<file path="config.mk">
export PLATFORM = sky130hd
export DESIGN_NAME = spectrum_bar_levels_with_decay
export DESIGN_NICKNAME = d
export VERILOG_FILES = /design/src/rtl/core/sbl_pkg.sv /design/src/rtl/core/spectrum_bar_levels_with_decay.sv
export SDC_FILE = /design/constraint.sdc
export NUM_CORES = 2
export LEC_CHECK = 0
export ABC_AREA = 1
export BUFFER_PORTS_ARGS = -buffer_cell sky130_fd_sc_hd__buf_2
export CORE_MARGIN = 2
export CORE_UTILIZATION = 50
export CTS_BUF_LIST = sky130_fd_sc_hd__clkbuf_4
export DETAILED_ROUTE_END_ITERATION = 6
export GPL_ROUTABILITY_DRIVEN = 0
export PLACE_DENSITY = 0.65
export SLEW_MARGIN = 40
export SYNTH_ARGS = -nofsm -noshare
export SYNTH_HDL_FRONTEND = slang
export SYNTH_SLANG_ARGS = --single-unit
</file>
<file path="constraint.sdc">
create_clock -name clk -period 13.55 [get_ports clk]
set_input_delay 1.355 -clock clk [delete_from_list [all_inputs] [get_ports clk]]
set_output_delay 1.355 -clock clk [all_outputs]
set_load 0.02 [all_outputs]
</file>
<file path="src/rtl/core/sbl_pkg.sv">
// ----------------------------------------------------------------------------
// sbl_pkg
// Shared types and constants for the spectrum bar level block.
// ----------------------------------------------------------------------------
`default_nettype none

package sbl_pkg;

	// Frame geometry.
	localparam int BINS  = 128;
	localparam int GROUP = 8;
	localparam int BIN_W = 7;
	localparam int GRP_W = 3;

	// Datapath widths.
	localparam int MAG_W  = 16;
	localparam int SUM_W  = 19;             // GROUP magnitudes of MAG_W bits
	localparam int Q_W    = 24;             // floor(sum * 250 / GROUP)
	localparam int ROOT_W = Q_W / 2;
	localparam int ROOT_STEPS = Q_W / 2;    // two radicand bits per step
	localparam int ITER_W = 4;
	localparam int LVL_W  = 11;
	localparam int ROWS_W = 8;

	localparam logic [GRP_W-1:0]  GRP_LAST  = GRP_W'(GROUP - 1);
	localparam logic [BIN_W-1:0]  BIN_LAST  = BIN_W'(BINS - 1);
	localparam logic [ITER_W-1:0] ITER_LAST = ITER_W'(ROOT_STEPS - 1);
	localparam logic [ROWS_W-1:0] ROWS_RESET = ROWS_W'(60);

	typedef struct packed {
		logic [MAG_W-1:0] magnitude;
		logic             first_of_frame;
	} sample_t;

	typedef struct packed {
		logic [BIN_W-1:0]  bin_index;
		logic [LVL_W-1:0]  bar_level;
		logic [ROWS_W-1:0] bar_height;
		logic              last_of_frame;
	} result_t;

	typedef enum logic [1:0] {
		ST_IDLE,
		ST_SCALE,
		ST_ROOT,
		ST_UPDATE
	} state_t;

endpackage

`default_nettype wire

</file>
<file path="src/rtl/core/spectrum_bar_levels_with_decay.sv">
// ----------------------------------------------------------------------------
// spectrum_bar_levels_with_decay
// Groups FFT magnitudes into bins and turns each bin into a falling bar level.
// ----------------------------------------------------------------------------
// Usage notes.
// The sample channel (sample_valid, sample_ready, sample) carries one Q8.8
// magnitude per transaction together with a frame-start flag. Every GROUP
// samples form one bin; the transaction that completes a group launches the
// bar computation, and one result transaction (result_valid, result_ready,
// result) follows for that bin. Samples that do not complete a group are
// taken one per cycle while the block idles.
// The bin height is half the integer square root of the scaled group sum,
// rounded with halves going up. The root comes from a bit-serial unit that
// retires two radicand bits per cycle, so a completing sample keeps
// sample_ready low through the scaling state, the root steps and the level
// update state. The result is valid in the cycle after the update.
// The result sits in an output register. While it waits for result_ready the
// block keeps taking samples; only the next level update stalls until the
// register is free, and sample_ready stays low meanwhile.
// display_rows is to be written through rows_we / rows_wdata while the block
// idles; the block does not enforce this. Reset clears the counters, the
// group sum and bin valid flags, not the level store; display_rows resets to 60.
// ----------------------------------------------------------------------------
`default_nettype none

module spectrum_bar_levels_with_decay (
	input  wire logic                          clk,
	input  wire logic                          arst_n,
	input  wire logic                          sample_valid,
	output logic                               sample_ready,
	input  wire sbl_pkg::sample_t              sample,
	output logic                               result_valid,
	input  wire logic                          result_ready,
	output sbl_pkg::result_t                   result,
	input  wire logic                          rows_we,
	input  wire logic [sbl_pkg::ROWS_W-1:0]    rows_wdata
);

	// Control state.
	sbl_pkg::state_t state_q, state_d;
	logic [sbl_pkg::ROWS_W-1:0] rows_q;
	logic [sbl_pkg::SUM_W-1:0]  sum_q;
	logic [sbl_pkg::GRP_W-1:0]  cnt_q;
	logic [sbl_pkg::BIN_W-1:0]  cur_bin_q;
	logic [sbl_pkg::BIN_W-1:0]  bin_q;
	logic [sbl_pkg::ITER_W-1:0] iter_q;
	logic [sbl_pkg::BINS-1:0]   vld_q;
	logic                       result_valid_q;

	// Datapath registers.
	logic [sbl_pkg::Q_W-1:0]    rad_q;
	logic [sbl_pkg::ROOT_W+1:0] rem_q;
	logic [sbl_pkg::ROOT_W-1:0] root_q;
	logic [sbl_pkg::LVL_W-1:0]  rd_q;
	logic                       old_vld_q;
	sbl_pkg::result_t           result_q;

	// Level store, one entry per bin.
	logic [sbl_pkg::LVL_W-1:0]  lvl_mem [sbl_pkg::BINS];

	logic                       accept;
	logic                       grp_done;
	logic                       out_load;
	logic [sbl_pkg::GRP_W-1:0]  cnt_base;
	logic [sbl_pkg::SUM_W-1:0]  sum_base;
	logic [sbl_pkg::SUM_W-1:0]  sum_next;
	logic [sbl_pkg::BIN_W-1:0]  bin_base;
	logic [sbl_pkg::Q_W+1:0]    scaled;
	logic [sbl_pkg::ROOT_W+3:0] rem_trial;
	logic [sbl_pkg::ROOT_W+3:0] root_trial;
	logic [sbl_pkg::ROOT_W+3:0] rem_diff;
	logic [sbl_pkg::ROOT_W:0]   root_inc;
	logic [sbl_pkg::LVL_W-1:0]  height;
	logic [sbl_pkg::LVL_W-1:0]  lvl_old;
	logic [sbl_pkg::LVL_W-1:0]  lvl_new;
	logic [sbl_pkg::ROWS_W-1:0] bar;

	// ------------------------------------------------------------------
	// Sample side: a frame start clears the counters before this sample
	// is counted, so the base values are chosen first.
	// ------------------------------------------------------------------
	assign accept   = sample_valid && sample_ready;
	assign cnt_base = sample.first_of_frame ? '0 : cnt_q;
	assign sum_base = sample.first_of_frame ? '0 : sum_q;
	assign bin_base = sample.first_of_frame ? '0 : cur_bin_q;
	assign sum_next = sum_base + sbl_pkg::SUM_W'(sample.magnitude);
	assign grp_done = (cnt_base == sbl_pkg::GRP_LAST);

	// ------------------------------------------------------------------
	// Scaling: q = floor(sum * 125 / 4), with sum * 125 formed as
	// sum * 128 - sum * 3. The sum waits in the low bits of rad_q.
	// ------------------------------------------------------------------
	always_comb begin
		scaled = {rad_q[sbl_pkg::SUM_W-1:0], 7'b0}
			- ({1'b0, rad_q[sbl_pkg::SUM_W-1:0], 1'b0}
			+ (sbl_pkg::Q_W+2)'(rad_q[sbl_pkg::SUM_W-1:0]));
	end

	// ------------------------------------------------------------------
	// One restoring square root step: bring down the next two radicand
	// bits and try to subtract 4 * root + 1.
	// ------------------------------------------------------------------
	assign rem_trial  = {rem_q, rad_q[sbl_pkg::Q_W-1 -: 2]};
	assign root_trial = {2'b0, root_q, 2'b01};
	assign rem_diff   = rem_trial - root_trial;

	// ------------------------------------------------------------------
	// Level update: the height halves the root, rounding halves up. A bar
	// rises at once to a height that is not lower and otherwise falls by
	// one. A bin never written reads as level zero.
	// ------------------------------------------------------------------
	assign root_inc = {1'b0, root_q} + (sbl_pkg::ROOT_W+1)'(1);
	assign height   = root_inc[sbl_pkg::LVL_W:1];
	assign lvl_old  = old_vld_q ? rd_q : '0;
	assign lvl_new  = (height < lvl_old) ? lvl_old - sbl_pkg::LVL_W'(1) : height;
	assign bar      = (lvl_new > sbl_pkg::LVL_W'(rows_q))
		? rows_q : lvl_new[sbl_pkg::ROWS_W-1:0];

	// ------------------------------------------------------------------
	// Sequencer.
	// ------------------------------------------------------------------
	always_comb begin
		state_d = state_q;
		case (state_q)
			sbl_pkg::ST_IDLE: begin
				if (accept && grp_done) begin
					state_d = sbl_pkg::ST_SCALE;
				end
			end
			sbl_pkg::ST_SCALE: begin
				state_d = sbl_pkg::ST_ROOT;
			end
			sbl_pkg::ST_ROOT: begin
				if (iter_q == sbl_pkg::ITER_LAST) begin
					state_d = sbl_pkg::ST_UPDATE;
				end
			end
			sbl_pkg::ST_UPDATE: begin
				if (out_load) begin
					state_d = sbl_pkg::ST_IDLE;
				end
			end
			default: begin
				state_d = sbl_pkg::ST_IDLE;
			end
		endcase
	end

	always_comb begin
		sample_ready = 1'b0;
		out_load     = 1'b0;
		case (state_q)
			sbl_pkg::ST_IDLE: begin
				sample_ready = 1'b1;
			end
			sbl_pkg::ST_UPDATE: begin
				out_load = !result_valid_q || result_ready;
			end
			default: begin
				sample_ready = 1'b0;
				out_load     = 1'b0;
			end
		endcase
	end

	always_ff @(posedge clk or negedge arst_n) begin
		if (!arst_n) begin
			state_q        <= sbl_pkg::ST_IDLE;
			rows_q         <= sbl_pkg::ROWS_RESET;
			sum_q          <= '0;
			cnt_q          <= '0;
			cur_bin_q      <= '0;
			bin_q          <= '0;
			iter_q         <= '0;
			vld_q          <= '0;
			result_valid_q <= 1'b0;
		end else begin
			state_q <= state_d;
			if (rows_we) begin
				rows_q <= rows_wdata;
			end
			if (accept) begin
				if (grp_done) begin
					sum_q     <= '0;
					cnt_q     <= '0;
					bin_q     <= bin_base;
					cur_bin_q <= (bin_base == sbl_pkg::BIN_LAST)
						? '0 : bin_base + sbl_pkg::BIN_W'(1);
				end else begin
					sum_q     <= sum_next;
					cnt_q     <= cnt_base + sbl_pkg::GRP_W'(1);
					cur_bin_q <= bin_base;
				end
			end
			if (state_q == sbl_pkg::ST_SCALE) begin
				iter_q <= '0;
			end else if (state_q == sbl_pkg::ST_ROOT) begin
				iter_q <= iter_q + sbl_pkg::ITER_W'(1);
			end
			if (out_load) begin
				vld_q[bin_q] <= 1'b1;
			end
			if (out_load) begin
				result_valid_q <= 1'b1;
			end else if (result_ready) begin
				result_valid_q <= 1'b0;
			end
		end
	end

	// Square root datapath and output payload.
	always_ff @(posedge clk) begin
		if (accept && grp_done) begin
			rad_q <= sbl_pkg::Q_W'(sum_next);
		end else if (state_q == sbl_pkg::ST_SCALE) begin
			rad_q  <= scaled[sbl_pkg::Q_W+1:2];
			rem_q  <= '0;
			root_q <= '0;
		end else if (state_q == sbl_pkg::ST_ROOT) begin
			rad_q <= {rad_q[sbl_pkg::Q_W-3:0], 2'b0};
			if (!rem_diff[sbl_pkg::ROOT_W+3]) begin
				rem_q  <= rem_diff[sbl_pkg::ROOT_W+1:0];
				root_q <= {root_q[sbl_pkg::ROOT_W-2:0], 1'b1};
			end else begin
				rem_q  <= rem_trial[sbl_pkg::ROOT_W+1:0];
				root_q <= {root_q[sbl_pkg::ROOT_W-2:0], 1'b0};
			end
		end
		if (out_load) begin
			result_q.bin_index     <= bin_q;
			result_q.bar_level     <= lvl_new;
			result_q.bar_height    <= bar;
			result_q.last_of_frame <= (bin_q == sbl_pkg::BIN_LAST);
		end
	end

	// Level store: read data is registered, the write lands with the result.
	always_ff @(posedge clk) begin
		if (out_load) begin
			lvl_mem[bin_q] <= lvl_new;
		end
		rd_q      <= lvl_mem[bin_q];
		old_vld_q <= vld_q[bin_q];
	end

	assign result_valid = result_valid_q;
	assign result       = result_q;

endmodule

`default_nettype wire

</file>
; ---- After elaboration in Yosys (flattened, before gate mapping)
; Memories as Yosys holds them, arrays and structs flattened. A register that Yosys moved wholly into a read port is not among the register bits.
; Index checks and enable logic that the tools add are counted.
[totals]
out_inout_bits = 29
mem_bits_rw = 1408
memories = 1
register_bits = 257
wordCells = 89
in_bits = 30
[memory_table]
columns = memory, words, word_bits, rd, rd_ports_with_merged_regs, wr, line_no
row1 = lvl_mem, 128, 11, 1, 1, 1, spectrum_bar_levels_with_decay.sv:59  ; logic [sbl_pkg::LVL_W-1:0] lvl_mem [sbl_pkg::BINS];
[classes]
n_eq_ne = 10
mux = 33
n_bitwise = 2
addsub = 9
n_reduce_logical = 12
order_cmp = 4
[op_table]
columns = cell, n
row1 = $or A128 B128 Y128, 1
row2 = $mux W19, 3
row3 = $mux W24, 2
row4 = $mux W14, 2
row5 = $sub A26 B21 Y26, 1
row6 = $mux W11, 2
row7 = $add A20 B19 Y21, 1
row8 = $mux W7, 3
row9 = $add A19 B16 Y19, 1
row10 = $sub A16 B14 Y16, 1
row11 = $eq A7 B7 Y1 const B, 2
row12 = $add A12 B1 Y12 const B, 1
row13 = $mux W12, 1
row14 = $gt A11 B8 Y1, 1
row15 = $lt A11 B11 Y1, 1
row16 = $sub A11 B1 Y11 const B, 1
row17 = $mux W1, 9
row18 = $lt A7 B8 Y1 const B, 1
row19 = $mux W4, 2
row20 = $mux W8, 1
row21 = $pmux W2 S4, 1
row22 = $add A7 B1 Y7 const B, 1
row23 = $bmux W1 S7, 1
row24 = $demux W1 S7, 1
row25 = 19 further kinds, 29

; ---- Longest topological paths before layout
[logic_depth]
ltp_word = 6
ltp_mapped = 31
ltp_nobuf = 30

; ---- Worst setup path after synthesis
; Ideal clock, no wire load.
[synth_path]
path_type = register -> register
from = reg root_q[0] (netlist name)
to = reg result_q (netlist bit result[3]) (data pin)
stages_incl_launch_ff = 29
n_path_buf = 1
setup_slack_ns = 4.375
required_time_ns = 13.280
setup_ns = 0.270
t_arrival_ns = 8.906
path_cell_list = edfxtp_1 > ha_1 > nand2_1 > nor2_1 > nand2_1 > nor2_1 > nand2_1 > nand2_1 > inv_1 > ha_1 > nand2_1 > nor2_1 > nand2_1 > inv_1 > nand2_1 > nand3_2 > buf_2 > o21ai_0 > ha_1 > nand2_1 > nand2_1 > a21oi_1 > nand2_1 > nand2_1 > a21oi_1 > nor2_4 > nand3_4 > nand2_1 > nand2_1
[synth_via]
elab_chain_cells = 5
[synth_lines]
columns = item, line_no
row1 = "start, declared", spectrum_bar_levels_with_decay.sv:53  ; logic [sbl_pkg::ROOT_W-1:0] root_q;
row2 = "start signal, assigned", spectrum_bar_levels_with_decay.sv:223  ; root_q <= {root_q[sbl_pkg::ROOT_W-2:0], 1'b1};
row3 = "start signal, assigned", spectrum_bar_levels_with_decay.sv:226  ; root_q <= {root_q[sbl_pkg::ROOT_W-2:0], 1'b0};
row4 = $add A12 B1 Y12 *, spectrum_bar_levels_with_decay.sv:112  ; assign root_inc = {1'b0, root_q} + (sbl_pkg::ROOT_W+1)'(1);
row5 = $lt A11 B11 Y1, spectrum_bar_levels_with_decay.sv:115  ; assign lvl_new = (height < lvl_old) ? lvl_old - sbl_pkg::LVL_W'(1) : height;
row6 = $mux W11 *, spectrum_bar_levels_with_decay.sv:115
row7 = net lvl_new (one bit), spectrum_bar_levels_with_decay.sv:75  ; logic [sbl_pkg::LVL_W-1:0] lvl_new;
row8 = $gt A11 B8 Y1 *, spectrum_bar_levels_with_decay.sv:116  ; assign bar = (lvl_new > sbl_pkg::LVL_W'(rows_q))
row9 = $mux W8 *, spectrum_bar_levels_with_decay.sv:117  ; ? rows_q : lvl_new[sbl_pkg::ROWS_W-1:0];
row10 = net bar (one bit), spectrum_bar_levels_with_decay.sv:76  ; logic [sbl_pkg::ROWS_W-1:0] bar;
row11 = "end, declared", spectrum_bar_levels_with_decay.sv:56  ; sbl_pkg::result_t result_q;
; Mark *: on every way through the listed nets, which the timed path passes. The rest lies on a longest branch.
; A chain may end at the register's enable or synchronous reset.

; ---- Worst setup path in the final report
[layout_path]
from = reg root_q[0] (netlist name)
to = reg result_q (netlist bit result[5]) (data pin)
; Same word-level chain as after synthesis.

==> results.yml <==
status:
  status: "finished, violations left"
  violations: "DRC"
routing:
  viasPerCell: 5.43
  drc_errors: 3
  vias: 54500
  wl_per_cell_um: 21.7
  routed_wl_um: 218000
  ant_nets: 0
  first_pass_iters: 7
  first_iter_violations: 5989
cells_and_area:
  final_area_um2: 82200
  seq_area_um2: 49300
  fill_cells: 12700
  nets: 7897
  multi_input_area_um2: 22300
  drive_gt1_share_pct: 13.7
  area_delta_synth_final_pct: 11.2
power_and_ir_drop:
  ir_drop_mv: 0.411
  power.density_nw_per_um2: 245
  leakage_nw: 34.7
timing:
  rsz0062_at_grt: "no"
  max-slew-margin-rel_pct: 35.4
  timing.fmax_mhz: 201
  final-hold-violation-count: 0
  tns_ns: 0
  finClkSkew_ns: 0.107
  setup_viol: 0
  fin_crit_ns: 4.98
  worst_slew_pin_slew_ns: 0.969
  maxSlewViolCount: 0
  timing.final.crit_share_pct: 36.7
floorplan:
  die_w_um: 389
  pin_count: 59
  dieArea_um2: 151000
  start_util_pct: 50.2
  die_h_um: 389
  num_rows: 141
  core_area_um2: 147000
logic_synthesis:
  synth_edf_count: 1480
  syn_nets: 7629
  syn_inst: 7500
  synthTopCellsByCount: "3780 x nand2_1, 1480 x edfxtp_1, 415 x nor2_1"
  synth_area_leaders: "edfxtp_1 60%, nand2_1 19%, dfrtp_1 5.9%"
  synth.top_cell.area_share_pct: 60.1
  yosysWarnings: 0
  ys.flop_type: "edfxtp_1"
  ys_seq_elements: 1676
  ys_seq_area_share_pct: 66.6
  yosysUniqueCellTypes: 45
  yosysTopAreaCell: "edfxtp_1"
  avgSynthCellArea_um2: 9.86
  ys_async_sr_fraction_pct: 10.7
  syn-cell-area_um2: 73900
  synth.most_common_cell: "nand2_1"
cts:
  cts-htree-levels: 5
  cts_buffers: 440
  insertion_delay_ns: 1.37
  cts.sinks: 1676
  cts_root_buf: "clkbuf_4"
  clk_pin_slew_ns: 0.06
  clk_path_buf_depth: 4
  cts_tree: "done"
grt:
  grt_max_degree: 175
  grt_pass1_wl_um: 325000
  globalRouteOverflowTotal: 0
  grt_pass1_vias: 53000
  antenna_found_initial: 6
  grt_usage_pct: 28.8
placement:
  post-dp-hpwl_um: 127000
  placed_cell_area_um2: 76400
  port_buffers: 58
critical_path:
  cpPeakStageDelay_ns: 0.64
  end_kind: "register"
  cp_top_family: "simple AND/OR/NAND/NOR gates"
  required_ns: 14.61
  crit_path_max_fanout: 59
  cp.arrival_ns: 6.04
  critPathLaunchType: "register"
  rrSetupSlack_ns: 8.57
  rr_worst_depth: 29
  crit_top_cell: "nand2_1"
  crit-reg2reg-launch: "root_q[0]"
  worstSetupPathType: "register to register"
  reg2reg_to: "result[5]"
  critical_path.slowest_cell: "buf_4"
  path_buf_inv: 4
worst_hold_path:
  hold_depth: 3
  hold_class: "input pin to register"
  min_to: "rows_q[7]"
  min-delay-start: "rows_wdata[7]"
run:
  drv_cap: 0
cell families after synthesis:
kind of cell / share of synthesized area [%]
AND/OR/NAND/NOR: 23.7
flip-flops: 66.6
buffers and inverters: 3.78
AO/OA/AOI/OAI: 3.75
adder cells (fa/ha/maj): 1.81
XOR/XNOR: 0.332
multiplexers: 0.0152
how the worst max path moves through the flow:
stage                         start  slack (ns)             to  cells past startpoint
after floorplan           root_q[0]        4.37      result[3]                     28
after global placement     bin_q[1]        8.37  lvl_mem[5][9]                      6
after detailed placement  root_q[0]        8.62      result[2]                     29
after CTS                 root_q[0]        8.55      result[5]                     29
after global routing      root_q[0]        8.13      result[5]                     29
final                     root_q[0]        8.57      result[5]                     29
registers in the layout (all words and copies together) (netlist names):
signal and flops:
bin_q 7, cnt_q 3, cur_bin_q 7, iter_q 4
lvl_mem 1408, old_vld_q 1, rad_q 24, rd_q 11
rem_q 14, result 27, result_valid 1, root_q 12
rows_q 8, state_q 2, sum_q 19, vld_q 128
placed cells by master (no fill, tap or decap), drive strengths merged, types with 118 or more instances in the layout:
master | synthesis | layout
clkbuf | 117 | 706
nand2 | 3788 | 3788
buf | 205 | 147
inv | 350 | 353
a21oi | 211 | 211
nand3 | 118 | 118
dfrtp | 175 | 175
edfxtp | 1480 | 1480
o21ai | 269 | 269
nor2 | 432 | 432
tightest hold or removal path: stages:
cell and delay [ns]:
buf_2 0.08, nand2_1 0.04, o21ai_0 0.06
report_power, final:
part	internal, mW	switching (mW)	leakage, nW	total [mW]
logic	1.46	5.82	15.7	7.28
registers	8.25	0.164	15.6	8.42
clock network	2.38	2.07	3.43	4.44
total	12.1	8.05	34.7	20.1
stage by stage:
step	hold slack (ns)	worst slack [ns]	util, %	total power [mW]	instances
floorplan	0.424	4.37	-	12.9	7500
global placement	0.435	8.37	51.6	15.5	9250
detailed placement	0.442	8.62	51.9	15.7	9253
CTS	0.147	8.55	55.7	20.1	10000
global route	0.209	8.13	55.8	21.2	10000
finish	0.258	8.57	55.8	20.1	10000
final cells by class:
type	count	share of cell area (%)
clock inverters	81	0.445
clock buffers	706	6.45
diodes	3	0.00914
repair buffers	148	1.43
multi-input cells	5151	27.1
flip-flops and latches	1676	60.0
well taps	1930	2.94
inverters	351	1.64
routing by layer:
metal | part of all wire, % | global-route usage [%] | up-vias
met4 | 4.1 | 12.6 | 4
li1 | - | - | 25400
met1 | 40 | 38.1 | 26000
met2 | 46 | 45.3 | 2695
met5 | 0.016 | 0 | -
met3 | 10 | 7.31 | 467
what timing repair did:
item,CTS,global route
hold endpoints to repair,67,0
resized for setup,0,0
hold buffers,1,0
setup buffers,0,0
Note: power is estimated with default switching activity, not from simulation.
